File: src/rtl/tccr_pkg.sv
package tccr_pkg;

   // Field and register widths.
   localparam int CoordW    = 12;
   localparam int ScaleW    = 6;
   localparam int CharW     = 8;
   localparam int ScrollW   = 8;
   localparam int CursorW   = 24;
   localparam int CsrIndexW = 3;
   localparam int CsrDataW  = 12;

   // Restoring divider sizes: cursor-sized dividend, coordinate-sized divisor.
   localparam int DivDividendW = CursorW;
   localparam int DivDivisorW  = CoordW;
   localparam int DivCntW      = $clog2(DivDividendW);

   // Queue between the front and the back.
   localparam int QueueDepth = 2;
   localparam int QueuePtrW  = $clog2(QueueDepth);
   localparam int QueueCntW  = $clog2(QueueDepth + 1);

   // Character codes with a meaning of their own.
   localparam logic [CharW-1:0] CharNul       = 8'd0;
   localparam logic [CharW-1:0] CharBackspace = 8'd8;
   localparam logic [CharW-1:0] CharNewline   = 8'd10;
   localparam logic [CharW-1:0] CharSpace     = 8'd32;

   // Result command codes.
   localparam logic CmdDraw   = 1'b0;
   localparam logic CmdScroll = 1'b1;

   // Register values after reset.
   localparam logic [CoordW-1:0]  ResetLeft   = 12'd10;
   localparam logic [CoordW-1:0]  ResetTop    = 12'd120;
   localparam logic [CoordW-1:0]  ResetRight  = 12'd1014;
   localparam logic [CoordW-1:0]  ResetBottom = 12'd750;
   localparam logic [ScaleW-1:0]  ResetScale  = 6'd10;
   localparam logic [CursorW-1:0] ResetCursor = 24'd0;
   localparam logic [CursorW-1:0] ResetFloor  = 24'd1;

   typedef enum logic [CsrIndexW-1:0] {
      REG_AREA_LEFT   = 3'd0,
      REG_AREA_TOP    = 3'd1,
      REG_AREA_RIGHT  = 3'd2,
      REG_AREA_BOTTOM = 3'd3,
      REG_GLYPH_SCALE = 3'd4
   } reg_index_type;

   typedef enum logic [1:0] {
      KIND_PRINT     = 2'd0,
      KIND_NEWLINE   = 2'd1,
      KIND_BACKSPACE = 2'd2
   } kind_type;

   typedef struct packed {
      kind_type         kind;
      logic [CharW-1:0] code;
   } item_type;

   typedef struct packed {
      logic [CoordW-1:0] left;
      logic [CoordW-1:0] top;
      logic [CoordW-1:0] right;
      logic [CoordW-1:0] bottom;
      logic [ScaleW-1:0] scale;
   } cfg_type;

   typedef enum logic [2:0] {
      ST_IDLE,
      ST_DIV_CFG,
      ST_POS_START,
      ST_DIV_POS,
      ST_EXEC,
      ST_SCROLL
   } back_state_type;

endpackage

File: src/rtl/tccr_front.sv
module tccr_front import tccr_pkg::*; (
   input  logic             clock,
   input  logic             reset,
   input  logic             req_valid,
   output logic             req_stall,
   input  logic [CharW-1:0] req_char_code,
   output logic             q_push,
   output item_type         q_item,
   input  logic             q_full
);

   logic     valid_ff, valid_in;
   item_type item_ff, item_in;
   logic     accept;
   item_type classified;

   // The holding register drains into the queue whenever the queue has room.
   assign q_push    = valid_ff && !q_full;
   assign q_item    = item_ff;
   assign req_stall = valid_ff && q_full;
   assign accept    = req_valid && !req_stall;

   // Sort the character into the three kinds of work the back end knows.
   always_comb begin
      classified.code = req_char_code;
      if (req_char_code == CharBackspace) begin
         classified.kind = KIND_BACKSPACE;
      end else if (req_char_code == CharNewline) begin
         classified.kind = KIND_NEWLINE;
      end else begin
         classified.kind = KIND_PRINT;
      end
   end

   // A NUL item is taken and dropped here; it never reaches the queue.
   always_comb begin
      valid_in = valid_ff;
      item_in  = item_ff;
      if (q_push) begin
         valid_in = 1'b0;
      end
      if (accept) begin
         valid_in = (req_char_code != CharNul);
         item_in  = classified;
      end
   end

   always_ff @(posedge clock) begin
      if (reset) begin
         valid_ff <= 1'b0;
      end else begin
         valid_ff <= valid_in;
      end
      item_ff <= item_in;
   end

endmodule

File: src/rtl/tccr_queue.sv
module tccr_queue import tccr_pkg::*; (
   input  logic     clock,
   input  logic     reset,
   input  logic     push,
   input  item_type push_item,
   output logic     full,
   input  logic     pop,
   output logic     head_valid,
   output item_type head_item
);

   item_type               entry_ff [QueueDepth];
   logic [QueuePtrW-1:0]   wr_ptr_ff, wr_ptr_in;
   logic [QueuePtrW-1:0]   rd_ptr_ff, rd_ptr_in;
   logic [QueueCntW-1:0]   count_ff, count_in;
   logic                   do_push, do_pop;

   assign full       = (count_ff == QueueCntW'(QueueDepth));
   assign head_valid = (count_ff != '0);
   assign head_item  = entry_ff[rd_ptr_ff];
   assign do_push    = push && !full;
   assign do_pop     = pop && head_valid;

   // Pointer and fill-count update.
   always_comb begin
      wr_ptr_in = wr_ptr_ff;
      rd_ptr_in = rd_ptr_ff;
      count_in  = count_ff;
      if (do_push) begin
         wr_ptr_in = (wr_ptr_ff == QueuePtrW'(QueueDepth - 1)) ? '0 : wr_ptr_ff + 1'b1;
      end
      if (do_pop) begin
         rd_ptr_in = (rd_ptr_ff == QueuePtrW'(QueueDepth - 1)) ? '0 : rd_ptr_ff + 1'b1;
      end
      if (do_push && !do_pop) begin
         count_in = count_ff + 1'b1;
      end else if (do_pop && !do_push) begin
         count_in = count_ff - 1'b1;
      end
   end

   always_ff @(posedge clock) begin
      if (reset) begin
         wr_ptr_ff <= '0;
         rd_ptr_ff <= '0;
         count_ff  <= '0;
      end else begin
         wr_ptr_ff <= wr_ptr_in;
         rd_ptr_ff <= rd_ptr_in;
         count_ff  <= count_in;
      end
      if (do_push) begin
         entry_ff[wr_ptr_ff] <= push_item;
      end
   end

endmodule

File: src/rtl/tccr_div.sv
module tccr_div import tccr_pkg::*; (
   input  logic                    clock,
   input  logic                    reset,
   input  logic                    start,
   input  logic [DivDividendW-1:0] dividend,
   input  logic [DivDivisorW-1:0]  divisor,
   output logic                    done,
   output logic [DivDividendW-1:0] quotient,
   output logic [DivDivisorW-1:0]  remainder
);

   logic                    busy_ff, busy_in;
   logic                    done_ff, done_in;
   logic [DivCntW-1:0]      cnt_ff, cnt_in;
   logic [DivDividendW-1:0] quo_ff, quo_in;
   logic [DivDivisorW-1:0]  rem_ff, rem_in;
   logic [DivDivisorW:0]    rem_shift;
   logic [DivDivisorW:0]    rem_sub;
   logic                    fits;

   assign done      = done_ff;
   assign quotient  = quo_ff;
   assign remainder = rem_ff;

   // One restoring step per cycle: the dividend shifts out of the top of the
   // quotient register while quotient bits shift in at the bottom.
   always_comb begin
      rem_shift = {rem_ff, quo_ff[DivDividendW-1]};
      rem_sub   = rem_shift - {1'b0, divisor};
      fits      = (rem_shift >= {1'b0, divisor});
      busy_in   = busy_ff;
      done_in   = 1'b0;
      cnt_in    = cnt_ff;
      quo_in    = quo_ff;
      rem_in    = rem_ff;
      if (start) begin
         busy_in = 1'b1;
         cnt_in  = '0;
         quo_in  = dividend;
         rem_in  = '0;
      end else if (busy_ff) begin
         rem_in = fits ? rem_sub[DivDivisorW-1:0] : rem_shift[DivDivisorW-1:0];
         quo_in = {quo_ff[DivDividendW-2:0], fits};
         cnt_in = cnt_ff + 1'b1;
         if (cnt_ff == DivCntW'(DivDividendW - 1)) begin
            busy_in = 1'b0;
            done_in = 1'b1;
         end
      end
   end

   always_ff @(posedge clock) begin
      if (reset) begin
         busy_ff <= 1'b0;
         done_ff <= 1'b0;
         cnt_ff  <= '0;
      end else begin
         busy_ff <= busy_in;
         done_ff <= done_in;
         cnt_ff  <= cnt_in;
      end
      quo_ff <= quo_in;
      rem_ff <= rem_in;
   end

endmodule

File: src/rtl/tccr_back.sv
module tccr_back import tccr_pkg::*; (
   input  logic               clock,
   input  logic               reset,
   input  cfg_type            cfg,
   input  logic               cfg_dirty,
   output logic               cfg_clear,
   input  logic               q_valid,
   input  item_type           q_item,
   output logic               q_pop,
   output logic               rsp_valid,
   input  logic               rsp_stall,
   output logic               rsp_command_kind,
   output logic [CoordW-1:0]  rsp_pos_x,
   output logic [CoordW-1:0]  rsp_pos_y,
   output logic [CharW-1:0]   rsp_glyph,
   output logic [ScaleW-1:0]  rsp_cell_size,
   output logic [ScrollW-1:0] rsp_scroll_pixels,
   output logic               rsp_last
);

   back_state_type       state_ff, state_in;
   item_type             item_ff, item_in;
   logic [CursorW-1:0]   cursor_ff, cursor_in;
   logic [CursorW-1:0]   floor_ff, floor_in;
   logic [CursorW-1:0]   row_ff, row_in;
   logic [CoordW-1:0]    col_ff, col_in;
   logic [CoordW-1:0]    cpl_ff, cpl_in;
   logic [CoordW-1:0]    lines_ff, lines_in;

   logic                 out_valid_ff, out_valid_in;
   logic                 out_kind_ff, out_kind_in;
   logic [CoordW-1:0]    out_x_ff, out_x_in;
   logic [CoordW-1:0]    out_y_ff, out_y_in;
   logic [CharW-1:0]     out_glyph_ff, out_glyph_in;
   logic [ScaleW-1:0]    out_size_ff, out_size_in;
   logic [ScrollW-1:0]   out_scroll_ff, out_scroll_in;
   logic                 out_last_ff, out_last_in;

   logic [ScaleW-1:0]    scale;
   logic [ScrollW-1:0]   line_h;
   logic [CoordW-1:0]    area_w;
   logic [CoordW-1:0]    area_h;
   logic                 out_free;
   logic                 recalc;

   logic                    div_a_start;
   logic [DivDividendW-1:0] div_a_dividend;
   logic [DivDivisorW-1:0]  div_a_divisor;
   logic                    div_a_done;
   logic [DivDividendW-1:0] div_a_quo;
   logic [DivDivisorW-1:0]  div_a_rem;
   logic [DivDividendW-1:0] div_b_quo;

   logic                 is_print, is_newline, is_bs;
   logic                 bs_ok;
   logic                 col_is_zero;
   logic [CoordW-1:0]    col_dec;
   logic [CursorW-1:0]   row_dec;
   logic [CoordW-1:0]    draw_col;
   logic [CoordW-1:0]    draw_row;
   logic [CoordW+ScaleW-1:0]  prod_x;
   logic [CoordW+ScrollW-1:0] prod_y;
   logic [CoordW-1:0]    draw_x, draw_y;
   logic [CursorW:0]     inc_sum;
   logic [CursorW:0]     nl_sum;
   logic [CoordW:0]      col_inc;
   logic [CursorW-1:0]   new_cursor, new_row;
   logic [CoordW-1:0]    new_col;
   logic                 scroll_need;

   assign rsp_valid         = out_valid_ff;
   assign rsp_command_kind  = out_kind_ff;
   assign rsp_pos_x         = out_x_ff;
   assign rsp_pos_y         = out_y_ff;
   assign rsp_glyph         = out_glyph_ff;
   assign rsp_cell_size     = out_size_ff;
   assign rsp_scroll_pixels = out_scroll_ff;
   assign rsp_last          = out_last_ff;

   // Geometry that follows straight from the registers.
   assign scale    = (cfg.scale == '0) ? ScaleW'(1) : cfg.scale;
   assign line_h   = {1'b0, scale, 1'b0} + ScrollW'(2);
   assign area_w   = (cfg.right >= cfg.left) ? cfg.right - cfg.left : '0;
   assign area_h   = (cfg.bottom >= cfg.top) ? cfg.bottom - cfg.top : '0;
   assign out_free = !out_valid_ff || !rsp_stall;

   // An item is taken from the queue only when the back end is idle.
   assign q_pop     = (state_ff == ST_IDLE) && q_valid;
   assign recalc    = q_pop && cfg_dirty;
   assign cfg_clear = recalc;

   // Divider A does chars per line, then cursor by chars per line.
   // Divider B does lines in the area alongside the first pass of A.
   assign div_a_start    = recalc || (state_ff == ST_POS_START);
   assign div_a_dividend = (state_ff == ST_POS_START) ? cursor_ff
                                                      : {{(CursorW-CoordW){1'b0}}, area_w};
   assign div_a_divisor  = ((state_ff == ST_POS_START) || (state_ff == ST_DIV_POS)) ?
                           cpl_ff : {{(CoordW-ScaleW){1'b0}}, scale};

   tccr_div u_div_a (
      .clock     (clock),
      .reset     (reset),
      .start     (div_a_start),
      .dividend  (div_a_dividend),
      .divisor   (div_a_divisor),
      .done      (div_a_done),
      .quotient  (div_a_quo),
      .remainder (div_a_rem)
   );

   tccr_div u_div_b (
      .clock     (clock),
      .reset     (reset),
      .start     (recalc),
      .dividend  ({{(CursorW-CoordW){1'b0}}, area_h}),
      .divisor   ({{(CoordW-ScrollW){1'b0}}, line_h}),
      .done      (),
      .quotient  (div_b_quo),
      .remainder ()
   );

   // Cursor arithmetic on the tracked row and column.
   always_comb begin
      is_print    = (item_ff.kind == KIND_PRINT);
      is_newline  = (item_ff.kind == KIND_NEWLINE);
      is_bs       = (item_ff.kind == KIND_BACKSPACE);
      bs_ok       = (cursor_ff >= floor_ff) && (cursor_ff != '0);
      col_is_zero = (col_ff == '0);
      col_dec     = col_is_zero ? cpl_ff - 1'b1 : col_ff - 1'b1;
      row_dec     = col_is_zero ? row_ff - 1'b1 : row_ff;
      draw_col    = is_bs ? col_dec : col_ff;
      draw_row    = is_bs ? row_dec[CoordW-1:0] : row_ff[CoordW-1:0];
      prod_x      = scale * draw_col;
      prod_y      = line_h * draw_row;
      draw_x      = cfg.left + prod_x[CoordW-1:0];
      draw_y      = cfg.top + prod_y[CoordW-1:0];

      inc_sum = {1'b0, cursor_ff} + (CursorW+1)'(1);
      nl_sum  = {1'b0, cursor_ff} + {{(CursorW-CoordW+1){1'b0}}, cpl_ff - col_ff};
      col_inc = {1'b0, col_ff} + (CoordW+1)'(1);

      new_cursor = cursor_ff;
      new_row    = row_ff;
      new_col    = col_ff;
      if (is_print) begin
         new_cursor = inc_sum[CursorW-1:0];
         if (inc_sum[CursorW]) begin
            new_row = '0;
            new_col = '0;
         end else if (col_inc == {1'b0, cpl_ff}) begin
            new_row = row_ff + 1'b1;
            new_col = '0;
         end else begin
            new_col = col_inc[CoordW-1:0];
         end
      end else if (is_newline) begin
         new_cursor = nl_sum[CursorW-1:0];
         if (nl_sum[CursorW]) begin
            new_row = '0;
            new_col = nl_sum[CoordW-1:0];
         end else begin
            new_row = row_ff + 1'b1;
            new_col = '0;
         end
      end
      scroll_need = (({1'b0, new_row} + (CursorW+1)'(1)) >=
                     {{(CursorW-CoordW+1){1'b0}}, lines_ff});
   end

   // Next state.
   always_comb begin
      state_in = state_ff;
      case (state_ff)
         ST_IDLE: begin
            if (q_valid) begin
               state_in = cfg_dirty ? ST_DIV_CFG : ST_EXEC;
            end
         end
         ST_DIV_CFG: begin
            if (div_a_done) begin
               state_in = ST_POS_START;
            end
         end
         ST_POS_START: begin
            state_in = ST_DIV_POS;
         end
         ST_DIV_POS: begin
            if (div_a_done) begin
               state_in = ST_EXEC;
            end
         end
         ST_EXEC: begin
            if (out_free) begin
               state_in = (!is_bs && scroll_need) ? ST_SCROLL : ST_IDLE;
            end
         end
         ST_SCROLL: begin
            if (out_free) begin
               state_in = ST_IDLE;
            end
         end
         default: begin
            state_in = ST_IDLE;
         end
      endcase
   end

   // Datapath and result register updates for each state.
   always_comb begin
      item_in       = item_ff;
      cursor_in     = cursor_ff;
      floor_in      = floor_ff;
      row_in        = row_ff;
      col_in        = col_ff;
      cpl_in        = cpl_ff;
      lines_in      = lines_ff;
      out_valid_in  = out_valid_ff && rsp_stall;
      out_kind_in   = out_kind_ff;
      out_x_in      = out_x_ff;
      out_y_in      = out_y_ff;
      out_glyph_in  = out_glyph_ff;
      out_size_in   = out_size_ff;
      out_scroll_in = out_scroll_ff;
      out_last_in   = out_last_ff;
      case (state_ff)
         ST_IDLE: begin
            if (q_valid) begin
               item_in = q_item;
            end
         end
         ST_DIV_CFG: begin
            if (div_a_done) begin
               cpl_in   = (div_a_quo[CoordW-1:0] == '0) ? CoordW'(1) : div_a_quo[CoordW-1:0];
               lines_in = div_b_quo[CoordW-1:0];
            end
         end
         ST_POS_START: begin
         end
         ST_DIV_POS: begin
            if (div_a_done) begin
               row_in = div_a_quo;
               col_in = div_a_rem;
            end
         end
         ST_EXEC: begin
            if (out_free) begin
               if (is_bs) begin
                  if (bs_ok) begin
                     cursor_in     = cursor_ff - 1'b1;
                     row_in        = row_dec;
                     col_in        = col_dec;
                     out_valid_in  = 1'b1;
                     out_kind_in   = CmdDraw;
                     out_x_in      = draw_x;
                     out_y_in      = draw_y;
                     out_glyph_in  = CharSpace;
                     out_size_in   = scale;
                     out_scroll_in = '0;
                     out_last_in   = 1'b1;
                  end
               end else begin
                  cursor_in = new_cursor;
                  row_in    = new_row;
                  col_in    = new_col;
                  if (is_print) begin
                     out_valid_in  = 1'b1;
                     out_kind_in   = CmdDraw;
                     out_x_in      = draw_x;
                     out_y_in      = draw_y;
                     out_glyph_in  = item_ff.code;
                     out_size_in   = scale;
                     out_scroll_in = '0;
                     out_last_in   = !scroll_need;
                  end
               end
            end
         end
         ST_SCROLL: begin
            if (out_free) begin
               out_valid_in  = 1'b1;
               out_kind_in   = CmdScroll;
               out_x_in      = '0;
               out_y_in      = '0;
               out_glyph_in  = '0;
               out_size_in   = scale;
               out_scroll_in = line_h;
               out_last_in   = 1'b1;
               // The cursor is at least one line in exactly when its row is not zero.
               if (row_ff != '0) begin
                  cursor_in = cursor_ff - {{(CursorW-CoordW){1'b0}}, cpl_ff};
                  row_in    = row_ff - 1'b1;
               end else begin
                  cursor_in = '0;
                  col_in    = '0;
               end
               if (floor_ff >= {{(CursorW-CoordW){1'b0}}, cpl_ff}) begin
                  floor_in = floor_ff - {{(CursorW-CoordW){1'b0}}, cpl_ff};
               end else begin
                  floor_in = '0;
               end
            end
         end
         default: begin
         end
      endcase
   end

   always_ff @(posedge clock) begin
      if (reset) begin
         state_ff     <= ST_IDLE;
         cursor_ff    <= ResetCursor;
         floor_ff     <= ResetFloor;
         row_ff       <= '0;
         col_ff       <= '0;
         out_valid_ff <= 1'b0;
      end else begin
         state_ff     <= state_in;
         cursor_ff    <= cursor_in;
         floor_ff     <= floor_in;
         row_ff       <= row_in;
         col_ff       <= col_in;
         out_valid_ff <= out_valid_in;
      end
      item_ff       <= item_in;
      cpl_ff        <= cpl_in;
      lines_ff      <= lines_in;
      out_kind_ff   <= out_kind_in;
      out_x_ff      <= out_x_in;
      out_y_ff      <= out_y_in;
      out_glyph_ff  <= out_glyph_in;
      out_size_ff   <= out_size_in;
      out_scroll_ff <= out_scroll_in;
      out_last_ff   <= out_last_in;
   end

endmodule

File: src/rtl/text_console_cursor_renderer.sv
// Text console cursor renderer.
// The req channel takes one character per item (valid/stall). Printable codes
// produce a draw command at the cursor cell, newline moves to the next line,
// backspace erases one cell back unless the cursor is below the edit floor or at
// zero, and NUL is dropped. When the cursor reaches the last line a scroll
// command follows, with last set on the final command of each item.
// The rsp channel carries the commands (valid/stall) from an output register.
// The csr channel (valid/ready, always ready) writes the area and scale
// registers; writes are to be made while the block is idle, which the block itself does not enforce.
// A taken item is held in the item register; its first command then goes to the output register.
// The back end finishes one item before it takes the next, stepping through its
// states (take, execute, optional scroll) and holding while rsp stalls.
// The first item after reset or after any register write waits on the iterative
// dividers: 24 steps for chars per line and lines, then 24 steps for the cursor's
// row and column.
// A stalled rsp holds its command; the two-entry queue and the front holding
// register keep taking items until they fill, then req_stall rises.
// Reset clears the cursor to 0, the edit floor to 1, and the area and scale
// registers to their defaults.
module text_console_cursor_renderer import tccr_pkg::*; (
   input  logic                 clock,
   input  logic                 reset,
   input  logic                 req_valid,
   output logic                 req_stall,
   input  logic [CharW-1:0]     req_char_code,
   output logic                 rsp_valid,
   input  logic                 rsp_stall,
   output logic                 rsp_command_kind,
   output logic [CoordW-1:0]    rsp_pos_x,
   output logic [CoordW-1:0]    rsp_pos_y,
   output logic [CharW-1:0]     rsp_glyph,
   output logic [ScaleW-1:0]    rsp_cell_size,
   output logic [ScrollW-1:0]   rsp_scroll_pixels,
   output logic                 rsp_last,
   input  logic                 csr_valid,
   output logic                 csr_ready,
   input  logic [CsrIndexW-1:0] csr_index,
   input  logic [CsrDataW-1:0]  csr_data
);

   cfg_type  cfg_ff, cfg_in;
   logic     cfg_dirty_ff, cfg_dirty_in;
   logic     cfg_clear;
   logic     csr_write;
   logic     q_push, q_full, q_pop, q_valid;
   item_type push_item, head_item;

   assign csr_ready = 1'b1;
   assign csr_write = csr_valid && csr_ready;

   // Register writes; any write marks the derived geometry stale.
   always_comb begin
      cfg_in       = cfg_ff;
      cfg_dirty_in = cfg_clear ? 1'b0 : cfg_dirty_ff;
      if (csr_write) begin
         cfg_dirty_in = 1'b1;
         case (reg_index_type'(csr_index))
            REG_AREA_LEFT:   cfg_in.left   = csr_data[CoordW-1:0];
            REG_AREA_TOP:    cfg_in.top    = csr_data[CoordW-1:0];
            REG_AREA_RIGHT:  cfg_in.right  = csr_data[CoordW-1:0];
            REG_AREA_BOTTOM: cfg_in.bottom = csr_data[CoordW-1:0];
            REG_GLYPH_SCALE: cfg_in.scale  = csr_data[ScaleW-1:0];
            default: begin
            end
         endcase
      end
   end

   always_ff @(posedge clock) begin
      if (reset) begin
         cfg_ff.left   <= ResetLeft;
         cfg_ff.top    <= ResetTop;
         cfg_ff.right  <= ResetRight;
         cfg_ff.bottom <= ResetBottom;
         cfg_ff.scale  <= ResetScale;
         cfg_dirty_ff  <= 1'b1;
      end else begin
         cfg_ff       <= cfg_in;
         cfg_dirty_ff <= cfg_dirty_in;
      end
   end

   tccr_front u_front (
      .clock         (clock),
      .reset         (reset),
      .req_valid     (req_valid),
      .req_stall     (req_stall),
      .req_char_code (req_char_code),
      .q_push        (q_push),
      .q_item        (push_item),
      .q_full        (q_full)
   );

   tccr_queue u_queue (
      .clock      (clock),
      .reset      (reset),
      .push       (q_push),
      .push_item  (push_item),
      .full       (q_full),
      .pop        (q_pop),
      .head_valid (q_valid),
      .head_item  (head_item)
   );

   tccr_back u_back (
      .clock             (clock),
      .reset             (reset),
      .cfg               (cfg_ff),
      .cfg_dirty         (cfg_dirty_ff),
      .cfg_clear         (cfg_clear),
      .q_valid           (q_valid),
      .q_item            (head_item),
      .q_pop             (q_pop),
      .rsp_valid         (rsp_valid),
      .rsp_stall         (rsp_stall),
      .rsp_command_kind  (rsp_command_kind),
      .rsp_pos_x         (rsp_pos_x),
      .rsp_pos_y         (rsp_pos_y),
      .rsp_glyph         (rsp_glyph),
      .rsp_cell_size     (rsp_cell_size),
      .rsp_scroll_pixels (rsp_scroll_pixels),
      .rsp_last          (rsp_last)
   );

endmodule

File: config.mk
export PLATFORM = sky130hd
export DESIGN_NAME = text_console_cursor_renderer
export DESIGN_NICKNAME = d
export VERILOG_FILES = /design/src/rtl/tccr_pkg.sv /design/src/rtl/tccr_front.sv /design/src/rtl/tccr_queue.sv /design/src/rtl/tccr_div.sv /design/src/rtl/tccr_back.sv /design/src/rtl/text_console_cursor_renderer.sv
export SDC_FILE = /design/constraint.sdc
export NUM_CORES = 1
export LEC_CHECK = 0
export ABC_AREA = 1
export BUFFER_PORTS_ARGS = -buffer_cell sky130_fd_sc_hd__buf_2
export CORE_ASPECT_RATIO = 1.5
export CORE_MARGIN = 10
export CORE_UTILIZATION = 30
export CTS_CLUSTER_DIAMETER = 30
export DETAILED_ROUTE_END_ITERATION = 6
export GPL_TIMING_DRIVEN = 0
export PLACE_DENSITY_LB_ADDON = 0.15
export SYNTH_ARGS = -nofsm -noshare
export SYNTH_HDL_FRONTEND = slang
export SYNTH_SLANG_ARGS = --single-unit
export TNS_END_PERCENT = 100
File: constraint.sdc
create_clock -name clock -period 6.2 [get_ports clock]
set_input_delay 1.55 -clock clock [delete_from_list [all_inputs] [get_ports clock]]
set_output_delay 1.55 -clock clock [all_outputs]
set_load 0.1 [all_outputs]
== Word-level counts from Yosys, hierarchy flattened ==
Memory sizes are Yosys's and may differ from the RTL's. A register that Yosys moved wholly into a read port is not among the register bits.
Cells that the tools add are included.

* Add/sub/neg operators: 25
* Muxes and demuxes: 118
* $lt $le $gt $ge: 7
* $mul: 2
* Reduce and logical (&&, ||, !) cells: 57
* Bitwise operators: 1
* Equal/unequal tests: 28

{| class="wikitable"
|+ Operators with widths
! operator !! count
|-
| $mux W24 || 23
|-
| $mux W12 || 30
|-
| $mux W8 || 10
|-
| $pmux W24 S3 || 1
|-
| $add A24 B1 Y25 const B || 2
|-
| $pmux W12 S2 || 2
|-
| $pmux W24 S2 || 1
|-
| $reduce_bool A24 Y1 || 2
|-
| $sub A12 B12 Y12 || 4
|-
| $sub A24 B1 Y24 const B || 2
|-
| $sub A24 B12 Y24 || 2
|-
| $mux W6 || 6
|-
| $pmux W12 S3 || 1
|-
| $pmux W8 S2 || 2
|-
| $mux W1 || 28
|-
| $add A24 B12 Y25 || 1
|-
| $ge A25 B12 Y1 || 1
|-
| $add A12 B12 Y12 || 2
|-
| $add A24 B1 Y24 const B || 1
|-
| $ge A12 B12 Y1 || 2
|-
| $ge A24 B12 Y1 || 1
|-
| $ge A24 B24 Y1 || 1
|-
| $logic_not A12 Y1 || 2
|-
| $sub A12 B1 Y12 const B || 2
|-
| other kinds (45) || 109
|}

* Memories: 1
* Flip-flop bits (word level): 315
* Memory bits (writable): 20
* Word-level logic and storage cells: 277
* Output and inout port bits: 51
* Input port bits: 28

{| class="wikitable"
|+ Memory list
! name !! words !! width !! read ports !! clocked after Yosys merged registers in !! write ports !! line !! source
|-
| u_queue.entry_ff || 2 || 10 || 1 || 1 || 1 || tccr_queue.sv:12 || <nowiki>item_type entry_ff [QueueDepth];</nowiki>
|}

== Logic depth before layout (Yosys ltp) ==
Gate-level depths: netlist (run 1).

* Word-level depth: 12
* Depth in mapped cells: 52
* Depth with buffers taken out: 52

== Hierarchy ==
Synthesis (run 1) repeated with hierarchy kept, for this count alone.

* Cells, all modules: 4181
* Area total of the unflattened synthesis: 29263.1 sq um

{| class="wikitable"
|+ By module, submodules not included
! module !! cells an instance !! times used !! seq. area each (sq um) !! area each (sq um)
|-
| tccr_back || 3031 || 1 || 4194.0 || 20363.3
|-
| tccr_div at u_back.u_div_a || 374 || 1 || 1101.1 || 2701.3
|-
| tccr_div at u_back.u_div_b || 374 || 1 || 1101.1 || 2696.3
|-
| text_console_cursor_renderer || 304 || 1 || 1101.1 || 2128.3
|-
| tccr_queue || 68 || 1 || 700.7 || 969.7
|-
| tccr_front || 30 || 1 || 320.3 || 404.1
|}

== Worst setup path before layout (run 1) ==
Ideal clock, no wire load.

* Kind: register to register
* Start point: register u_back.col_ff[1]
* End point: register u_back.out_x_ff[11] (netlist: u_back.rsp_pos_x[11]) (data pin)
* Stages on the path, launching flop included: 38
* Slack: -0.091 ns
* Library setup time: 0.255 ns
* Buffers on the path: 0
* Data arrival time: 6.036 ns
* Data required time: 5.945 ns
* Period minus slack after synthesis: 6.291 ns
* Path through: dfxtp_1 > inv_1 > ha_1 > nand3_1 > nor2_1 > nand2_1 > inv_1 > nor2_1 > a21oi_1 > inv_1 > ha_1 > inv_1 > nor3_1 > nand2_1 > o21ai_1 > a21oi_1 > a21oi_1 > nand2_1 > (+2 left out) > inv_1 > fa_1 > fa_1 > ha_1 > nand2_1 > o21ai_0 > nand2_1 > a21oi_1 > nor2_1 > nor2_1 > o21ai_0 > nand2_1 > xnor2_1 > xnor2_1 > xor2_1 > nand3_1 > nand2_1 > nor2_1

* Cells in the longest elaborated chain, start to end: 9
* Elaborated cells between the ends (all ways): 11
* Those cells by class: add/sub: 2; mul: 1; mux: 7; reduce/logical: 1

{| class="wikitable"
|+ RTL lines
! element !! line !! source
|-
| start, declared || tccr_back.sv:26 || <nowiki>logic [CoordW-1:0] col_ff, col_in;</nowiki>
|-
| start signal, assigned || tccr_back.sv:321 || <nowiki>col_ff <= col_in;</nowiki>
|-
| $sub A12 B1 Y12 / $logic_not A12 Y1 (equally long branches) || tccr_back.sv:129, tccr_back.sv:128 ||
|-
| $mux W12 || tccr_back.sv:129 || <nowiki>col_dec = col_is_zero ? cpl_ff - 1'b1 : col_ff - 1'b1;</nowiki>
|-
| $mux W12 (*) || tccr_back.sv:131 || <nowiki>draw_col = is_bs ? col_dec : col_ff;</nowiki>
|-
| $mul A6 B12 Y12 (*) || tccr_back.sv:133 || <nowiki>prod_x = scale * draw_col;</nowiki>
|-
| $add A12 B12 Y12 (*) || tccr_back.sv:135 || <nowiki>draw_x = cfg.left + prod_x[CoordW-1:0];</nowiki>
|-
| $mux W12 (on tied branches) || tccr_back.sv:265, tccr_back.sv:248 ||
|-
| $mux W12 (*) || tccr_back.sv:247 || <nowiki>if (is_bs) begin</nowiki>
|-
| $mux W12 (*) || tccr_back.sv:246 || <nowiki>if (out_free) begin</nowiki>
|-
| $pmux W12 S2 (*) || tccr_back.sv:225 || <nowiki>case (state_ff)</nowiki>
|-
| end signal, assigned || tccr_back.sv:328 || <nowiki>out_x_ff <= out_x_in;</nowiki>
|-
| end, declared || tccr_back.sv:32 || <nowiki>logic [CoordW-1:0] out_x_ff, out_x_in;</nowiki>
|}

Every way passes the cells marked *; elsewhere a longest branch is shown, timed or not. The select of a mux whose other input is x is not followed.
A chain may end at the register's enable or synchronous reset.

== Worst setup path in the final report (run 1) ==
* Start point: register u_back.item_ff[9] (netlist name)
* End point: register u_back.out_x_ff[11] (netlist: u_back.rsp_pos_x[11]) (data pin)

* Cells in the longest elaborated chain, start to end: 8
* Elaborated cells between the ends (all ways): 9
* Those cells by class: add/sub: 1; mul: 1; eq/ne: 1; mux: 6

{| class="wikitable"
|+ RTL lines
! element !! line !! source
|-
| start, declared || tccr_back.sv:22 || <nowiki>item_type item_ff, item_in;</nowiki>
|-
| start signal, assigned || tccr_back.sv:324 || <nowiki>item_ff <= item_in;</nowiki>
|-
| $eq A2 B2 Y1 (*) || tccr_back.sv:126 || <nowiki>is_bs = (item_ff.kind == KIND_BACKSPACE);</nowiki>
|-
| $mux W12 || tccr_back.sv:131 ||
|-
| $mul A6 B12 Y12 || tccr_back.sv:133 ||
|-
| $add A12 B12 Y12 || tccr_back.sv:135 ||
|-
| $mux W12 (on tied branches) || tccr_back.sv:265, tccr_back.sv:248 ||
|-
| $mux W12 (*) || tccr_back.sv:247 ||
|-
| $mux W12 (*) || tccr_back.sv:246 ||
|-
| $pmux W12 S2 (*) || tccr_back.sv:225 ||
|}

Marks and branches as above.

==> flow_metrics.tcl, run 1 <==
set metrics [dict create \
    cts_tree "built" \
    rsz0062_at_grt "yes" \
    arrival_ns 6.84 \
    grt_use_met2 0.398 \
    met1_usage 0.227 \
    crit_top_cell "fa_1" \
    p_per_area_nw_per_um2 574 \
    die_w_um 267 \
    yosysWarnings 0 \
    clkLatencyLatePin_ns 0.66 \
    setup_violations 5 \
    drtIter0Drc 1711 \
    p_clk_frac 0.229 \
    die-area_sq_um 104000 \
    grt_overflow 0 \
    drive_above_1_share 0.155 \
    slowest_delay_ns 0.56 \
    wire_per_inst_um 21.6 \
    max_freq_ghz 0.155 \
    crit_slowest_cell "fa_1" \
    synth.area.top_cells "edfxtp_1, dfxtp_1, nand2_1" \
    clock_skew_ns 0.0345 \
    fin_tns_setup_ns -1.20 \
    grt_max_degree 30 \
    yosysMostFrequentCell "nand2_1" \
    slew_violations 0 \
    status "finished with violations" \
    synth_area_leader_cell "edfxtp_1" \
    grt_use_met3 0.0326 \
    viasPerCell 5.10 \
    first_global_vias 27300 \
    timing.final.hold_violations 0 \
    grt_use_total 0.217 \
    hp-class "register to register" \
    power_switching_mw 9.29 \
    cts_buffers 80 \
    synth.top_cells.by_count "nand2_1, inv_1, nor2_1" \
    power_frac_comb 0.598 \
    synth_flop_cell "dfxtp_1" \
    dr.pass1.iters 5 \
    crit_type "register to register" \
    core_area_sq_um 90400 \
    io_pins 79 \
    async_flop_share 0 \
    syn_to_final_growth_pct 25.1 \
    yosysSeqAreaShare 0.305 \
    power.switching_fraction 0.473 \
    synth_top_area_frac 0.161 \
    vias 27000 \
    n_fill_cell 9521 \
    sequentialPowerShare 0.173 \
    relSlewSlack 0.111 \
    clockBufferDepth 3 \
    hpwl_um 89900 \
    die_h_um 390 \
    timing.hold.ws_ns 0.446 \
    timing.final.crit_share 1.04 \
    cp-end-kind "register" \
    rows 135 \
    synth_seq_cells 344 \
    clockRootBuffer "clkbuf_16" \
    p_int_mw 10.4 \
    final_antenna_net_count 0 \
    worst_pin_slew_ns 1.33 \
    synth-edff-count 147 \
    avgSynthCellArea_sq_um 7.24 \
    leakage_nw 15.2 \
    synthesis.nets 4077 \
    drc 0 \
    synth_cell_type_count 65 \
    grt-busiest-layer "met2" \
    antenna_found_initial 1 \
    crit_fanout 10 \
    numPortBuffers 75 \
    initial_utilization 0.303 \
    synthCells 3781 \
    grt_pass1_wl_um 170000 \
    cts.clk_slew.worst_paths_ns 0.06 \
    h-tree-depth 3 \
    routed_wl_um 114000 \
    vdd_drop_max_mv 0.427 \
    maxCapViolations 0 \
    synth_area_sq_um 27400 \
    setup_ws_ns -0.251 \
    fin_nets 4353 \
    final.min_clock_period_ns 6.45 \
    cts_sinks 344 \
    cp-start-kind "register" \
    crit_required_ns 6.59 \
    violations "negative setup slack" \
    gp_congestion 0.965 \
]
worst max-delay path, delay by kind of cell (launching register included):
family | cells | cell delay (ns)
simple gates | 10 | 0.99
xor+xnor | 3 | 0.53
flops | 1 | 0.46
buf+inv | 6 | 1.19
fa+ha+maj | 5 | 2.44
compound gates | 4 | 0.56
cell usage in the layout (no fill, tap or decap), types with 84 or more instances in the layout:
cell,count
xor2_1,116
nor2_1,339
nand2_1,648
nand3_1,159
buf_2,89
ha_1,176
clkbuf_16,84
a21oi_1,290
dfxtp_1,184
o21ai_0,250
clkbuf_1,117
edfxtp_1,147
buf_4,119
inv_1,559
worst paths after layout:
check | end | cells after the start | slack (ns) | startpoint
worst max-delay path | u_back.rsp_pos_x[11]$_SDFFCE_PP0P_ | 28 | -0.25 | u_back.item_ff[9]$_DFFE_PP_
worst min-delay path | u_queue.entry_ff[0][7]$_DFFE_PP_ | 0 | 0.45 | u_front.q_item[7]$_DFFE_PP_
worst max register to register | u_back.rsp_pos_x[11]$_SDFFCE_PP0P_ | 28 | -0.25 | u_back.item_ff[9]$_DFFE_PP_
worst min register to register | u_queue.entry_ff[0][7]$_DFFE_PP_ | 0 | 0.45 | u_front.q_item[7]$_DFFE_PP_
layer usage:
layer	up-vias	wire length (um)
li1	13100	-
met1	12800	42500
met2	790	59000
met3	281	5090
met4	0	7770
met5	-	0
stage by stage:
stage | utilization | area [sq um] | power, mW | setup WS [ns] | std cells
final | 0.379 | 34200 | 19.6 | -0.251 | 5291
after global routing | 0.379 | 34200 | 21.1 | -0.571 | 5290
after CTS | 0.371 | 33600 | 18.8 | -0.292 | 5250
after detailed placement | 0.324 | 29300 | 13.0 | -2.61 | 5023
after global placement | 0.323 | 29200 | 13.0 | -2.61 | 5020
after floorplan | - | 27400 | 9.86 | 0.00706 | 3781
flip-flops by register name, summed over array words and instances (netlist names), 8 cells and up:
name,cells
u_back.col_ff,12
u_back.u_div_b.quotient,24
u_back.row_ff,24
u_back.u_div_a.remainder,12
u_back.item_ff,10
u_back.u_div_b.remainder,12
u_back.cpl_ff,12
u_back.rsp_pos_x,12
u_back.rsp_pos_y,12
u_queue.entry_ff,20
u_back.floor_ff,24
u_back.cursor_ff,24
u_back.lines_ff,12
u_back.rsp_glyph,8
cfg_ff,54
u_back.u_div_a.quotient,24
u_front.q_item,10
cell type report:
class	count	area, sq um	share of cell area
inverter	607	2330	0.0680
multi-input combinational	2670	17100	0.498
timing repair buffer	200	1400	0.0408
tap	1164	1460	0.0425
buffer	154	752	0.0220
clock buffer	94	2190	0.0639
sequential	344	8390	0.245
clock inverter	56	662	0.0193
antenna	2	5.00	0.000146
power groups by stage:
stage,Clock (mW),Sequential [mW],Combinational (mW)
2_1_floorplan,0,3.53,6.33
3_5_place_dp,0,3.44,9.57
3_3_place_gp,0,3.44,9.57
4_1_cts,4.56,3.40,10.8
5_1_grt,4.67,3.45,13.0
6_report,4.49,3.40,11.7
kinds of logic (layout without fill, tap and decap cells):
kind of cell    Yosys count  count (layout)  share of synthesized area
compound gates          826             826                      0.171
simple gates           1427            1427                      0.224
mux                       1               1                   0.000366
other cells               2               4                   0.000274
fa+ha+maj               268             268                      0.145
buf+inv                 767            1111                      0.108
xor+xnor                146             146                     0.0467
flops                   344             344                      0.305
what timing repair did:
| action | 4_1_cts | 5_1_grt |
|---|---|---|
| buffers inserted | 81 | 40 |
| pin swaps | 64 | 97 |
| cloned | 1 | 0 |
| resized for setup | 254 | 111 |
| hold buffers | 0 | 0 |
| endpoints found under the setup margin | 20 | 7 |
Power figures use the tool's default switching activity.
==> run 2: changes to the inputs <==
--- a/config.mk
+++ b/config.mk
@@ -14,6 +14,7 @@
 export DETAILED_ROUTE_END_ITERATION = 6
 export GPL_TIMING_DRIVEN = 0
 export PLACE_DENSITY_LB_ADDON = 0.15
+export REMOVE_ABC_BUFFERS = 1
 export SYNTH_ARGS = -nofsm -noshare
 export SYNTH_HDL_FRONTEND = slang
 export SYNTH_SLANG_ARGS = --single-unit
==> run 2 against run 1 <==
  * The flow still finishes with violations (negative setup slack)
  * Cell area grew 1.4%
  * Setup slack better by 0.10 ns
  * Core utilization is 0.55 points higher
  * Clock-buffer cell count increased by 11
  * Worst hold slack worse by 0.0035 ns
  * Clock power up 7.3%
  * Final cell count is 1.3% lower
  * First-iteration DRC count is 7.8% lower
  * Critical path depth rose by 1
  * Non-clock buffer count shrank 89
  * Global-route usage is 2.2 points lower
  * Highest routed layer is now met5
==> flow_metrics.tcl, run 2 (same netlist as run 1, synthesis figures left out) <==
set metrics [dict create \
    die-area_sq_um 104000 \
    grt_use_total 0.196 \
    final.min_clock_period_ns 6.35 \
    crit_fanout 19 \
    crit_required_ns 6.62 \
    crit_slowest_cell "fa_1" \
    sequentialPowerShare 0.176 \
    power_frac_comb 0.580 \
    crit_top_cell "fa_1" \
    viasPerCell 5.07 \
    first_global_vias 27000 \
    cp-start-kind "register" \
    clockRootBuffer "clkbuf_16" \
    die_h_um 390 \
    cts_tree "built" \
    gp_congestion 0.905 \
    cts_buffers 91 \
    timing.final.crit_share 1.02 \
    rows 135 \
    grt_pass1_wl_um 157000 \
    dr.pass1.iters 6 \
    grt_overflow 0 \
    p_int_mw 10.6 \
    power.switching_fraction 0.462 \
    drive_above_1_share 0.179 \
    setup_violations 4 \
    maxCapViolations 0 \
    p_total_mw 19.8 \
    regMostFlops "cfg_ff" \
    leakage_nw 15.4 \
    clockBufferDepth 3 \
    p_clk_frac 0.244 \
    fin_cells 5224 \
    final_cell_mix "nand2_1, inv_1, nor2_1, a21oi_1, o21ai_0" \
    wire_per_inst_um 19.8 \
    timing.hold.ws_ns 0.442 \
    relSlewSlack 0.0637 \
    clkLatencyLatePin_ns 0.68 \
    final_antenna_net_count 0 \
    arrival_ns 6.77 \
    slowest_delay_ns 0.60 \
    dpl.cell_count 4880 \
    fin_nets 4278 \
    antenna_found_initial 3 \
    timing.final.hold_violations 0 \
    die_w_um 267 \
    numPortBuffers 76 \
    cp-end-kind "register" \
    power_switching_mw 9.12 \
    violations "negative setup slack" \
    io_pins 79 \
    vdd_drop_max_mv 0.834 \
    antenna_cells 0 \
    core_area_sq_um 90400 \
    routed_wl_um 104000 \
    syn_to_final_growth_pct 26.9 \
    max_freq_ghz 0.158 \
    status "finished with violations" \
    hp-class "register to register" \
    p_per_area_nw_per_um2 569 \
    drc 0 \
    setup_ws_ns -0.146 \
    cts_sinks 344 \
    grt_max_degree 62 \
    crit_type "register to register" \
    worst_pin_slew_ns 1.40 \
    layout_commonest_cell "nand2_1" \
    initial_utilization 0.303 \
    cts.clk_slew.worst_paths_ns 0.05 \
    largest_reg_flops 54 \
    slew_violations 0 \
    cts_hold_buf 0 \
    vias 26500 \
    h-tree-depth 3 \
    drtIter0Drc 1577 \
    fin_tns_setup_ns -0.333 \
    hpwl_um 75900 \
    rsz0062_at_grt "yes" \
    clock_skew_ns 0.0681 \
]
==> run 2: cell count changes in the layout (fill, tap and decap cells not counted), sizes merged, moves of 3 or more <==
cell / previous run / this run
bufbuf: 0 / 3
clkbuf: 213 / 106
buf: 235 / 261
bufinv: 11 / 8
clkinv: 34 / 49
==> run 2: area by class of cell <==
cell class              count  area [sq um]
inverters                 607          2350
fillers                  9418         55600
multi-input cells        2672         17200
flip-flops and latches    344          8390
clock inverters            66           767
repair inverters            1          16.3
clock buffers             105          2400
repair buffers            265          2180
well taps                1164          1460
==> run 2: power by group through the flow <==
stage | Combinational [mW] | Sequential (mW) | Clock, mW
floorplan | 6.14 | 3.59 | 0
global placement | 9.00 | 3.52 | 0
detailed placement | 9.02 | 3.52 | 0
CTS | 10.4 | 3.48 | 4.92
global route | 12.8 | 3.53 | 5.02
finish | 11.5 | 3.48 | 4.82
==> run 2: stage by stage <==
step	instance area (sq um)	utilization	setup slack, ns
global placement	28600	0.316	-9.52
floorplan	26700	-	-3.35
CTS	33700	0.373	-0.121
finish	34700	0.384	-0.146
global route	34700	0.384	-0.455
detailed placement	28900	0.320	-2.22
==> run 2: metal layers <==
layer | vias up | wire, um | track usage
li1 | 13000 | - | -
met1 | 12500 | 38100 | 0.200
met2 | 736 | 53400 | 0.363
met3 | 301 | 4650 | 0.0263
met4 | 4 | 7530 | 0.132
met5 | - | 21 | 0
==> run 2: worst paths after layout <==
kind / depth (start not counted) / start / slack (ns) / to
min reg2reg: 0 / u_front.q_item[6]$_DFFE_PP_ / 0.44 / u_queue.entry_ff[1][6]$_DFFE_PP_
max reg2reg: 29 / u_back.item_ff[9]$_DFFE_PP_ / -0.15 / u_back.rsp_pos_x[11]$_SDFFCE_PP0P_
min: 0 / u_front.q_item[6]$_DFFE_PP_ / 0.44 / u_queue.entry_ff[1][6]$_DFFE_PP_
max: 29 / u_back.item_ff[9]$_DFFE_PP_ / -0.15 / u_back.rsp_pos_x[11]$_SDFFCE_PP0P_
==> run 2: what timing repair did <==
action,CTS,global route
endpoints found under the setup margin,18,13
cloned,5,2
pin swaps,81,115
setup buffers,119,47
gates resized for setup,197,158
==> run 2: worst max-delay path, delay by kind of cell (launching register included) <==
| kind | cells | cell delay, ns |
|---|---|---|
| buf+inv | 6 | 0.99 |
| flops | 1 | 0.54 |
| simple gates | 9 | 1.06 |
| xor+xnor | 3 | 0.41 |
| compound gates | 6 | 0.71 |
| fa+ha+maj | 5 | 2.37 |
